## src/rtl/rsi_pkg.sv

```systemverilog
`default_nettype none

package rsi_pkg;

    // fixed field widths
    localparam int S_TDATA_W   = 32;
    localparam int M_TDATA_W   = 24;
    localparam int M_TUSER_W   = 1;
    localparam int CFG_INDEX_W = 2;
    localparam int CFG_DATA_W  = 8;
    localparam int THRESH_W    = 7;
    localparam int DEC_W       = 2;
    localparam int RSI_BITS    = 15;
    localparam int AVG_FRAC    = 8;

    localparam logic [RSI_BITS-1:0] RSI_FULL = 15'd25600;

    // parameter defaults
    localparam int PRICE_BITS_DEF = 32;
    localparam int MAX_WINDOW_DEF = 255;

    // register indexes
    localparam logic [CFG_INDEX_W-1:0] REG_WINDOW_LEN      = 2'd0;
    localparam logic [CFG_INDEX_W-1:0] REG_UPPER_THRESHOLD = 2'd1;
    localparam logic [CFG_INDEX_W-1:0] REG_LOWER_THRESHOLD = 2'd2;

    localparam logic [CFG_DATA_W-1:0] WINDOW_LEN_RESET = 8'd14;
    localparam logic [THRESH_W-1:0]   UPPER_RESET      = 7'd70;
    localparam logic [THRESH_W-1:0]   LOWER_RESET      = 7'd30;

    // decision codes
    localparam logic [DEC_W-1:0] DEC_NONE = 2'd0;
    localparam logic [DEC_W-1:0] DEC_SELL = 2'd1;
    localparam logic [DEC_W-1:0] DEC_BUY  = 2'd2;

    typedef enum logic [3:0] {
        ST_IDLE,
        ST_WARM,
        ST_MUL_G,
        ST_START_G,
        ST_WAIT_G,
        ST_MUL_L,
        ST_START_L,
        ST_WAIT_L,
        ST_MUL_R,
        ST_START_R,
        ST_WAIT_R,
        ST_EMIT
    } state_t;

    typedef struct packed {
        logic start;
        logic short_q;   // quotient fits in RSI_BITS
    } div_req_t;

endpackage

`default_nettype wire

```

## src/rtl/rsi_divider.sv

```systemverilog
`default_nettype none

// Restoring divider, one quotient bit per cycle. The caller guarantees
// num < den * 2^Q for the selected quotient length Q.
module rsi_divider import rsi_pkg::*; #(
    parameter int NUM_W  = 57,
    parameter int DEN_W  = 42,
    parameter int QLONG  = 41,
    parameter int QSHORT = 15
) (
    input  wire logic             aclk,
    input  wire logic             aresetn,
    input  wire div_req_t         req,
    input  wire logic [NUM_W-1:0] num,
    input  wire logic [DEN_W-1:0] den,
    output logic                  done,
    output logic [QLONG-1:0]      quo
);

    localparam int REMW = DEN_W + 1;
    localparam int CW   = $clog2(QLONG + 1);

    logic [REMW-1:0]  rem_reg;
    logic [NUM_W-1:0] num_reg;
    logic [DEN_W-1:0] den_reg;
    logic [CW-1:0]    cnt_reg;
    logic             done_reg;

    logic [REMW-1:0]  trial;
    logic [REMW:0]    diff;
    logic             qbit;

    assign trial = {rem_reg[DEN_W-1:0], num_reg[NUM_W-1]};
    assign diff  = {1'b0, trial} - {2'b00, den_reg};
    assign qbit  = ~diff[REMW];

    always_ff @(posedge aclk) begin
        if (!aresetn) begin
            cnt_reg  <= '0;
            done_reg <= 1'b0;
        end else if (req.start) begin
            cnt_reg  <= req.short_q ? CW'(QSHORT) : CW'(QLONG);
            done_reg <= 1'b0;
        end else begin
            done_reg <= (cnt_reg == CW'(1));
            if (cnt_reg != '0) begin
                cnt_reg <= cnt_reg - CW'(1);
            end
        end
    end

    always_ff @(posedge aclk) begin
        if (req.start) begin
            // high part seeds the remainder, low Q bits are left-aligned
            rem_reg <= req.short_q ? REMW'(num >> QSHORT) : REMW'(num >> QLONG);
            num_reg <= req.short_q ? (num << (NUM_W - QSHORT)) : (num << (NUM_W - QLONG));
            den_reg <= den;
        end else if (cnt_reg != '0) begin
            rem_reg <= qbit ? diff[REMW-1:0] : trial;
            num_reg <= {num_reg[NUM_W-2:0], qbit};
        end
    end

    assign done = done_reg;
    assign quo  = num_reg[QLONG-1:0];

endmodule

`default_nettype wire

```

## src/rtl/rsi_threshold_signal_top.sv

```systemverilog
`default_nettype none

// Channel   Dir  Bits  Contents (low bit up)
// s_axis    in   32    tdata: close_price (Q16.16)
// m_axis    out  24    tdata: rsi_value[14:0], decision[16:15], zero fill; tuser: rsi_undefined
// cfg       in   8     index 0 window_len, 1 upper_threshold, 2 lower_threshold
//
// The priming item only stores its price; warm-up items add to plain sums. An item that
// yields a result runs the gain, loss and RSI steps in turn, skipping the RSI division when
// both averages are zero. The shared restoring divider (one quotient bit per cycle) and one
// shared multiplier serve all three steps. aresetn is synchronous, active low; a window_len
// write clears state.
// A held result stalls the block only in ST_EMIT, until the output register frees.
module rsi_threshold_signal_top import rsi_pkg::*; #(
    parameter int PRICE_BITS = PRICE_BITS_DEF,
    parameter int MAX_WINDOW = MAX_WINDOW_DEF
) (
    input  wire logic                   aclk,
    input  wire logic                   aresetn,
    input  wire logic                   s_tvalid,
    output logic                        s_tready,
    input  wire logic [S_TDATA_W-1:0]   s_tdata,    // [31:0] close_price
    output logic                        m_tvalid,
    input  wire logic                   m_tready,
    output logic [M_TDATA_W-1:0]        m_tdata,    // [14:0] rsi_value, [16:15] decision
    output logic [M_TUSER_W-1:0]        m_tuser,    // [0] rsi_undefined
    input  wire logic                   cfg_wr_en,
    input  wire logic [CFG_INDEX_W-1:0] cfg_wr_index,
    input  wire logic [CFG_DATA_W-1:0]  cfg_wr_data
);

    localparam int P_W  = (PRICE_BITS < S_TDATA_W) ? PRICE_BITS : S_TDATA_W;
    localparam int WB   = $clog2(MAX_WINDOW + 1);
    localparam int IW   = $clog2(MAX_WINDOW + 2);
    localparam int QL   = P_W + AVG_FRAC + 1;
    localparam int AVW  = (WB > AVG_FRAC + 1) ? P_W + WB : QL;
    localparam int MB   = (WB > RSI_BITS) ? WB : RSI_BITS;
    localparam int PRW  = AVW + MB;
    localparam int DW   = AVW + 1;
    localparam int DN_A = (DW + RSI_BITS > QL + WB) ? DW + RSI_BITS : QL + WB;
    localparam int DN   = (DN_A > PRW + 1) ? DN_A : PRW + 1;

    state_t state_reg, state_next;

    logic [CFG_DATA_W-1:0] window_len_reg;
    logic [THRESH_W-1:0]   upper_reg;
    logic [THRESH_W-1:0]   lower_reg;

    logic [P_W-1:0]      prior_close_reg;
    logic [IW-1:0]       items_reg;
    logic [AVW-1:0]      avg_gain_reg;
    logic [AVW-1:0]      avg_loss_reg;
    logic [RSI_BITS-1:0] prior_rsi_reg;
    logic                prior_undef_reg;

    logic [P_W-1:0]      gain_reg;
    logic [P_W-1:0]      loss_reg;
    logic                seed_reg;
    logic [PRW-1:0]      prod_reg;
    logic [DW-1:0]       sum_reg;
    logic [RSI_BITS-1:0] rsi_reg;
    logic                undef_reg;

    logic                m_tvalid_reg;
    logic [RSI_BITS-1:0] m_rsi_reg;
    logic                m_undef_reg;
    logic [DEC_W-1:0]    m_dec_reg;

    logic [WB-1:0]  win_eff;
    logic [IW-1:0]  win_ext;
    logic [P_W-1:0] close;
    logic [P_W-1:0] gain_c;
    logic [P_W-1:0] loss_c;
    logic           accept;
    logic           is_prime;
    logic           is_warm;
    logic           is_seed;
    logic           out_free;
    logic           sum_zero;
    logic [DEC_W-1:0] dec_c;

    logic [AVW-1:0] mul_a;
    logic [MB-1:0]  mul_b;
    logic [PRW-1:0] mul_p;

    div_req_t       div_req;
    logic [DN-1:0]  div_num;
    logic [DW-1:0]  div_den;
    logic           div_done;
    logic [QL-1:0]  div_quo;
    logic [P_W-1:0] gl_sel;

    // window clamped to [2, MAX_WINDOW]
    always_comb begin
        if (window_len_reg < CFG_DATA_W'(2)) begin
            win_eff = WB'(2);
        end else if (int'(window_len_reg) > MAX_WINDOW) begin
            win_eff = WB'(MAX_WINDOW);
        end else begin
            win_eff = WB'(window_len_reg);
        end
    end

    assign win_ext  = IW'(win_eff);
    assign close    = s_tdata[P_W-1:0];
    assign gain_c   = (close > prior_close_reg) ? close - prior_close_reg : '0;
    assign loss_c   = (prior_close_reg > close) ? prior_close_reg - close : '0;
    assign accept   = s_tvalid & s_tready;
    assign is_prime = (items_reg == '0);
    assign is_warm  = !is_prime && (items_reg < win_ext);
    assign is_seed  = (items_reg == win_ext);
    assign out_free = !m_tvalid_reg || m_tready;
    assign sum_zero = (sum_reg == '0);

    // decision from the previous RSI; sell test wins
    always_comb begin
        dec_c = DEC_NONE;
        if (!prior_undef_reg) begin
            if (prior_rsi_reg > {upper_reg, 8'h00}) begin
                dec_c = DEC_SELL;
            end else if (prior_rsi_reg < {lower_reg, 8'h00}) begin
                dec_c = DEC_BUY;
            end
        end
    end

    // next state
    always_comb begin
        state_next = state_reg;
        unique case (state_reg)
            ST_IDLE: begin
                if (accept && !is_prime) begin
                    state_next = is_warm ? ST_WARM : ST_MUL_G;
                end
            end
            ST_WARM:    state_next = ST_IDLE;
            ST_MUL_G:   state_next = ST_START_G;
            ST_START_G: state_next = ST_WAIT_G;
            ST_WAIT_G:  if (div_done) state_next = ST_MUL_L;
            ST_MUL_L:   state_next = ST_START_L;
            ST_START_L: state_next = ST_WAIT_L;
            ST_WAIT_L:  if (div_done) state_next = ST_MUL_R;
            ST_MUL_R:   state_next = ST_START_R;
            ST_START_R: state_next = sum_zero ? ST_EMIT : ST_WAIT_R;
            ST_WAIT_R:  if (div_done) state_next = ST_EMIT;
            ST_EMIT:    if (out_free) state_next = ST_IDLE;
            default:    state_next = ST_IDLE;
        endcase
    end

    // sequencer outputs
    always_comb begin
        s_tready        = 1'b0;
        div_req.start   = 1'b0;
        div_req.short_q = 1'b0;
        mul_a           = avg_gain_reg;
        mul_b           = seed_reg ? MB'(1 << AVG_FRAC) : MB'(win_eff - WB'(1));
        gl_sel          = gain_reg;
        unique case (state_reg)
            ST_IDLE:    s_tready = 1'b1;
            ST_START_G: div_req.start = 1'b1;
            ST_MUL_L:   mul_a = avg_loss_reg;
            ST_START_L: begin
                div_req.start = 1'b1;
                gl_sel        = loss_reg;
            end
            ST_MUL_R:   mul_b = MB'(RSI_FULL);
            ST_START_R: begin
                div_req.start   = !sum_zero;
                div_req.short_q = 1'b1;
            end
            default: ;
        endcase
    end

    assign mul_p = PRW'(mul_a) * PRW'(mul_b);

    // numerators carry the half-divisor for round half up
    always_comb begin
        if (state_reg == ST_START_R) begin
            div_num = DN'(prod_reg) + DN'(sum_reg >> 1);
            div_den = sum_reg;
        end else begin
            div_num = DN'(prod_reg) + (DN'(gl_sel) << AVG_FRAC) + DN'(win_eff >> 1);
            div_den = DW'(win_eff);
        end
    end

    rsi_divider #(
        .NUM_W  (DN),
        .DEN_W  (DW),
        .QLONG  (QL),
        .QSHORT (RSI_BITS)
    ) u_div (
        .aclk    (aclk),
        .aresetn (aresetn),
        .req     (div_req),
        .num     (div_num),
        .den     (div_den),
        .done    (div_done),
        .quo     (div_quo)
    );

    // control and model state
    always_ff @(posedge aclk) begin
        if (!aresetn) begin
            state_reg       <= ST_IDLE;
            window_len_reg  <= WINDOW_LEN_RESET;
            upper_reg       <= UPPER_RESET;
            lower_reg       <= LOWER_RESET;
            prior_close_reg <= '0;
            items_reg       <= '0;
            avg_gain_reg    <= '0;
            avg_loss_reg    <= '0;
            prior_rsi_reg   <= '0;
            prior_undef_reg <= 1'b1;
            m_tvalid_reg    <= 1'b0;
        end else begin
            state_reg <= state_next;

            if (state_reg == ST_EMIT && out_free) begin
                m_tvalid_reg <= 1'b1;
            end else if (m_tready) begin
                m_tvalid_reg <= 1'b0;
            end

            unique case (state_reg)
                ST_IDLE: begin
                    if (accept) begin
                        prior_close_reg <= close;
                        if (is_prime) begin
                            items_reg <= IW'(1);
                        end else if (is_seed) begin
                            items_reg <= win_ext + IW'(1);
                        end
                    end
                end
                ST_WARM: begin
                    avg_gain_reg <= avg_gain_reg + AVW'(gain_reg);
                    avg_loss_reg <= avg_loss_reg + AVW'(loss_reg);
                    items_reg    <= items_reg + IW'(1);
                end
                ST_WAIT_G: if (div_done) avg_gain_reg <= AVW'(div_quo);
                ST_WAIT_L: if (div_done) avg_loss_reg <= AVW'(div_quo);
                ST_EMIT: begin
                    if (out_free) begin
                        prior_rsi_reg   <= rsi_reg;
                        prior_undef_reg <= undef_reg;
                    end
                end
                default: ;
            endcase

            if (cfg_wr_en) begin
                case (cfg_wr_index)
                    REG_WINDOW_LEN: begin
                        window_len_reg  <= cfg_wr_data;
                        prior_close_reg <= '0;
                        items_reg       <= '0;
                        avg_gain_reg    <= '0;
                        avg_loss_reg    <= '0;
                        prior_rsi_reg   <= '0;
                        prior_undef_reg <= 1'b1;
                    end
                    REG_UPPER_THRESHOLD: upper_reg <= cfg_wr_data[THRESH_W-1:0];
                    REG_LOWER_THRESHOLD: lower_reg <= cfg_wr_data[THRESH_W-1:0];
                    default: ;
                endcase
            end
        end
    end

    // working payload
    always_ff @(posedge aclk) begin
        if (accept) begin
            gain_reg <= gain_c;
            loss_reg <= loss_c;
            seed_reg <= is_seed;
        end
        if (state_reg == ST_MUL_G || state_reg == ST_MUL_L || state_reg == ST_MUL_R) begin
            prod_reg <= mul_p;
        end
        if (state_reg == ST_MUL_R) begin
            sum_reg <= DW'(avg_gain_reg) + DW'(avg_loss_reg);
        end
        if (state_reg == ST_START_R && sum_zero) begin
            rsi_reg   <= '0;
            undef_reg <= 1'b1;
        end
        if (state_reg == ST_WAIT_R && div_done) begin
            rsi_reg   <= div_quo[RSI_BITS-1:0];
            undef_reg <= 1'b0;
        end
        if (state_reg == ST_EMIT && out_free) begin
            m_rsi_reg   <= rsi_reg;
            m_undef_reg <= undef_reg;
            m_dec_reg   <= dec_c;
        end
    end

    assign m_tvalid = m_tvalid_reg;
    assign m_tdata  = {{(M_TDATA_W - RSI_BITS - DEC_W){1'b0}}, m_dec_reg, m_rsi_reg};
    assign m_tuser  = m_undef_reg;

endmodule

`default_nettype wire

```

## config.mk

```make
export PLATFORM = sky130hd
export DESIGN_NAME = rsi_threshold_signal_top
export DESIGN_NICKNAME = d
export VERILOG_FILES = /design/src/rtl/rsi_pkg.sv /design/src/rtl/rsi_divider.sv /design/src/rtl/rsi_threshold_signal_top.sv
export SDC_FILE = /design/constraint.sdc
export NUM_CORES = 2
export LEC_CHECK = 0
export BUFFER_PORTS_ARGS = -buffer_cell sky130_fd_sc_hd__buf_2
export CAP_MARGIN = 20
export CELL_PAD_IN_SITES_DETAIL_PLACEMENT = 0
export CELL_PAD_IN_SITES_GLOBAL_PLACEMENT = 1
export CORE_MARGIN = 5
export CORE_UTILIZATION = 51
export DETAILED_ROUTE_END_ITERATION = 16
export GPL_ROUTABILITY_DRIVEN = 0
export HOLD_SLACK_MARGIN = 0.05
export PLACE_DENSITY = 0.82
export SYNTH_ARGS = -nofsm -noshare
export SYNTH_HDL_FRONTEND = slang
export SYNTH_HIERARCHICAL = 1
export SYNTH_SLANG_ARGS = --single-unit
export TNS_END_PERCENT = 50
```

## constraint.sdc

```tcl
create_clock -name aclk -period 11.7 [get_ports aclk]
set_input_delay 1.755 -clock aclk [delete_from_list [all_inputs] [get_ports aclk]]
set_output_delay 1.755 -clock aclk [all_outputs]
set_load 0.02 [all_outputs]
```

==> results.txt <==
The number of instances in the placed design is 7,738, and the deepest level of the CTS H-tree is 2. The tools report the initial antenna violation count as 5. The post-detailed-placement cell area was 57,900 um2. The clock drives 511 sinks.

The count of distinct cell types in the synthesized netlist is 100, and the final count of negative-setup-slack endpoints is 0. Of the post-synthesis cell area, the dominant cell type holds 18.2%. In the routed design, unresolved DRC markers number 0. The routed design has 184 mm of wire. Among all flip-flop cells after synthesis, the most frequent one is sky130_fd_sc_hd__edfxtp_1.

Buffers placed on the I/O ports in this run total 66. The post-CTS setup buffer count is 0. The run gives 110,000 um2 as the core region area. The tools report the relative slew slack as 16.2%.

Synthesis inferred 511 register bits. The amount of wire on met3 after detailed routing was 16.4 mm. Clock skew on the completed layout was measured at 0.0413 ns. STA puts the critical path data required time at 12.12 ns. The buffer cell driving the clock tree root was sky130_fd_sc_hd__clkbuf_16. The category of the most critical setup path is reg -> reg.

The buffer depth of the longest clock path came out at 3. In the global route stage, overall resource usage came out at 30.8%. The logs give 0 for the hold violation total from the final report and 279 mm for the global-route wire length before repair. After technology mapping, the gate count stands at 6,413. The register clock-pin slew on the reported worst setup and hold paths came out at 0.07 ns.

The post-route netlist has 5.90% of its cells at a drive strength greater than 1. The worst path in the final design needs a cycle of 10.12 ns, including I/O delays and setup. The tools report the critical path capture point type as a flip-flop.

The die is 343 um wide. After filler insertion, the fill cell instance count of the layout stands at 10,200. The number of global-route vias before repair came out at 45,200. For this run, asynchronously set or reset flops after synthesis account for 0%. For this block, wires on met1 add up to 79.2 mm. In the routed layout, each cell is associated on average with a via count of 5.96. Along the worst path, the maximum fanout reaches 45.

In this run, the number of DRC markers left after iteration 0 of detailed routing was 5,110. The final period utilization is 86.5%, and the largest net degree at the start of global routing is 99. Data on the critical path arrives at its endpoint at 10.53 ns.

The tools report the number of max-slew violations in the final report as 0. For the pin with the worst max-slew slack, the measured transition is 1.26 ns. From bottom edge to top edge, the die measures 343 um. Timing analysis after detailed placement gives a worst setup slack of 1.81 ns.

For the number of search-and-repair iterations in the first detailed-routing pass, the log shows 8. The average wire length per cell after detail routing was 23.4 um. Setup repair after global routing left no endpoint under its margin. Summing the sequential cell areas from Yosys gives 24.1% of the chip area.

After clock tree synthesis, the repair step resized 0 gates. The minimum hold slack is 0.456 ns, and the synthesized area per cell is 8.81 um2. The tools report the total length of routed met2 wires as 78.6 mm. Worst-skew pair later-pin latency: 0.67 ns. Count of flip-flops with a built-in enable after synthesis: 337. The number of vias after detailed routing was 46,800. In this run the core area contains 122 standard-cell rows. The worst setup path is launched from a flip-flop. The finished cells cover 59,800 um2. The tools report the die outline area as 117,000 um2. The completed layout was analyzed and its total power is 9.94 mW.

The flow ran to the end, and the final reports show no timing, DRC or antenna violations. Worst setup margin: 1.58 ns. Adding up every negative setup slack in the final design gives 0 ns.

After global routing the overflow that remains totals 0. The ratio of total power to cell area was 166 nW/um2. The logs give 54.1% for the share of the core filled with cells and 56,500 um2 for the post-synth design cell area.

After synthesis, the cell types taking the most area are sky130_fd_sc_hd__fa_1, sky130_fd_sc_hd__edfxtp_1, sky130_fd_sc_hd__ha_1. Derived from the worst setup path, the maximum achievable clock frequency is 98.9 MHz. For the maximum vdd ir drop, the log shows 0.166 mV. The largest total area in the synthesized netlist belongs to sky130_fd_sc_hd__fa_1.

The number of cells in the finished layout apart from fillers is 7,847, and the number of I/O pins is 74. Once the floorplan was initialized, standard cells occupied 51.2% of the core. For this design, the CTS-stage hold fixing added 0 buffers. After legalization and detailed placement, the total HPWL measured 148 mm. Class of the most critical hold timing path: reg -> reg.

The net count of the finished layout is 7,305. TritonCTS built the clock tree. Routed signal wires occupy layers up through met5. TritonCTS created 55 clock buffers. Summed over all cells, the static leakage comes to 27.1 nW.

The detail route stage leaves a number of antenna-violating nets equal to 0. The Yosys step of the flow raised 6 warnings. The number of max-capacitance violations reported was 0; the signed area change from the synthesized netlist to the final layout was 5.82%.

The register with the most flip-flops in the layout has 57 of them.
## final timing paths
check                                 startpoint                to  slack, ns  cells after the start
worst min register to register  prior_rsi_reg[4]  prior_rsi_reg[4]       0.46                      2
worst min-delay path            prior_rsi_reg[4]  prior_rsi_reg[4]       0.46                      2
worst max-delay path                state_reg[0]      prod_reg[54]       1.58                     26
worst max register to register      state_reg[0]      prod_reg[54]       1.58                     26
## cell families (layout without fill, tap and decap cells)
group / after synthesis / in the layout / synth area share (%)
and+or+nand+nor: 1795 / 1795 / 14.5
muxes: 181 / 181 / 3.36
xor gates and xnor gates: 327 / 327 / 5.07
other: 1 / 11 / 0.00664
adders and majority gates: 950 / 950 / 27.9
buffers and inverters: 1150 / 1086 / 8.08
DFF: 511 / 511 / 24.1
AOI/OAI and AO/OA: 1498 / 1498 / 17.0
## synthesized netlist by cell type, types with 21 or more instances
master	number
sky130_fd_sc_hd__a211oi_1	54
sky130_fd_sc_hd__a21boi_0	21
sky130_fd_sc_hd__a21o_1	169
sky130_fd_sc_hd__a21oi_1	513
sky130_fd_sc_hd__a22o_1	26
sky130_fd_sc_hd__a22oi_1	62
sky130_fd_sc_hd__a31oi_1	46
sky130_fd_sc_hd__and2_1	32
sky130_fd_sc_hd__and3_1	80
sky130_fd_sc_hd__buf_1	23
sky130_fd_sc_hd__buf_4	56
sky130_fd_sc_hd__clkbuf_1	201
sky130_fd_sc_hd__dfxtp_1	174
sky130_fd_sc_hd__edfxtp_1	337
sky130_fd_sc_hd__fa_1	512
sky130_fd_sc_hd__ha_1	438
sky130_fd_sc_hd__inv_1	846
sky130_fd_sc_hd__mux2_2	68
sky130_fd_sc_hd__mux2i_1	113
sky130_fd_sc_hd__nand2_1	663
sky130_fd_sc_hd__nand2b_1	49
sky130_fd_sc_hd__nand3_1	93
sky130_fd_sc_hd__nand4_1	75
sky130_fd_sc_hd__nor2_1	514
sky130_fd_sc_hd__nor2b_1	99
sky130_fd_sc_hd__nor3_1	73
sky130_fd_sc_hd__nor4_1	23
sky130_fd_sc_hd__o211ai_1	38
sky130_fd_sc_hd__o21a_1	43
sky130_fd_sc_hd__o21ai_0	248
sky130_fd_sc_hd__o21ai_1	39
sky130_fd_sc_hd__o21bai_1	55
sky130_fd_sc_hd__or3_1	23
sky130_fd_sc_hd__xnor2_1	202
sky130_fd_sc_hd__xor2_1	125
## area by class of cell
| class | count | area [um2] | area share [%] |
|---|---|---|---|
| clock inverters | 38 | 299 | 0.500 |
| flip-flops and latches | 511 | 13600 | 22.8 |
| inverters | 852 | 3200 | 5.36 |
| clock buffers | 66 | 1480 | 2.47 |
| multi-input cells | 4758 | 38500 | 64.4 |
| well taps | 1488 | 1860 | 3.12 |
| repair buffers | 130 | 843 | 1.41 |
| diodes | 4 | 10.0 | 0.0168 |
## metal layers
metal	up-vias	GRT usage, %
met3	423	5.74
met4	6	12.8
li1	21600	-
met5	-	0
met1	22700	43.8
met2	2079	46.2
## cell usage in the layout, fill, tap and decap left out, types with 56 or more instances in the layout
cell / instances
sky130_fd_sc_hd__mux2_2: 68
sky130_fd_sc_hd__nor2b_1: 98
sky130_fd_sc_hd__nor2_1: 500
sky130_fd_sc_hd__edfxtp_1: 337
sky130_fd_sc_hd__buf_4: 62
sky130_fd_sc_hd__dfxtp_1: 174
sky130_fd_sc_hd__nand2_1: 663
sky130_fd_sc_hd__a22oi_1: 62
sky130_fd_sc_hd__ha_1: 438
sky130_fd_sc_hd__clkbuf_16: 56
sky130_fd_sc_hd__a21o_1: 169
sky130_fd_sc_hd__nand3_1: 92
sky130_fd_sc_hd__a21oi_1: 513
sky130_fd_sc_hd__and3_1: 80
sky130_fd_sc_hd__nor3_1: 69
sky130_fd_sc_hd__inv_1: 844
sky130_fd_sc_hd__mux2i_1: 113
sky130_fd_sc_hd__xor2_1: 125
sky130_fd_sc_hd__buf_2: 66
sky130_fd_sc_hd__nand4_1: 75
sky130_fd_sc_hd__fa_1: 512
sky130_fd_sc_hd__o21ai_0: 247
sky130_fd_sc_hd__xnor2_1: 202
## power breakdown
part | switching, mW | internal (mW)
Sequential | 0.536 | 2.56
Combinational | 3.29 | 1.81
Clock | 0.812 | 0.936
## worst max-delay path, cell delays in order, from the launching register on
cell	delay, ns
sky130_fd_sc_hd__dfxtp_1	0.74
sky130_fd_sc_hd__nor2_1	0.18
sky130_fd_sc_hd__nand2_1	0.32
sky130_fd_sc_hd__inv_2	0.07
sky130_fd_sc_hd__buf_4	0.31
sky130_fd_sc_hd__nor2_1	0.78
sky130_fd_sc_hd__nand2_1	0.84
sky130_fd_sc_hd__buf_4	0.49
sky130_fd_sc_hd__nor2_1	0.16
sky130_fd_sc_hd__fa_1	0.48
sky130_fd_sc_hd__fa_1	0.60
sky130_fd_sc_hd__fa_1	0.46
sky130_fd_sc_hd__fa_1	0.51
sky130_fd_sc_hd__fa_1	0.53
sky130_fd_sc_hd__inv_1	0.06
sky130_fd_sc_hd__fa_1	0.48
sky130_fd_sc_hd__inv_1	0.04
sky130_fd_sc_hd__ha_1	0.35
sky130_fd_sc_hd__nand2_1	0.10
sky130_fd_sc_hd__or4_1	0.61
sky130_fd_sc_hd__or4_1	0.46
sky130_fd_sc_hd__o2111ai_1	0.46
sky130_fd_sc_hd__nand3_1	0.20
sky130_fd_sc_hd__a31oi_1	0.28
sky130_fd_sc_hd__o21a_1	0.14
sky130_fd_sc_hd__nor2_1	0.04
sky130_fd_sc_hd__xnor2_1	0.11
(Power assumes the default switching activity.)
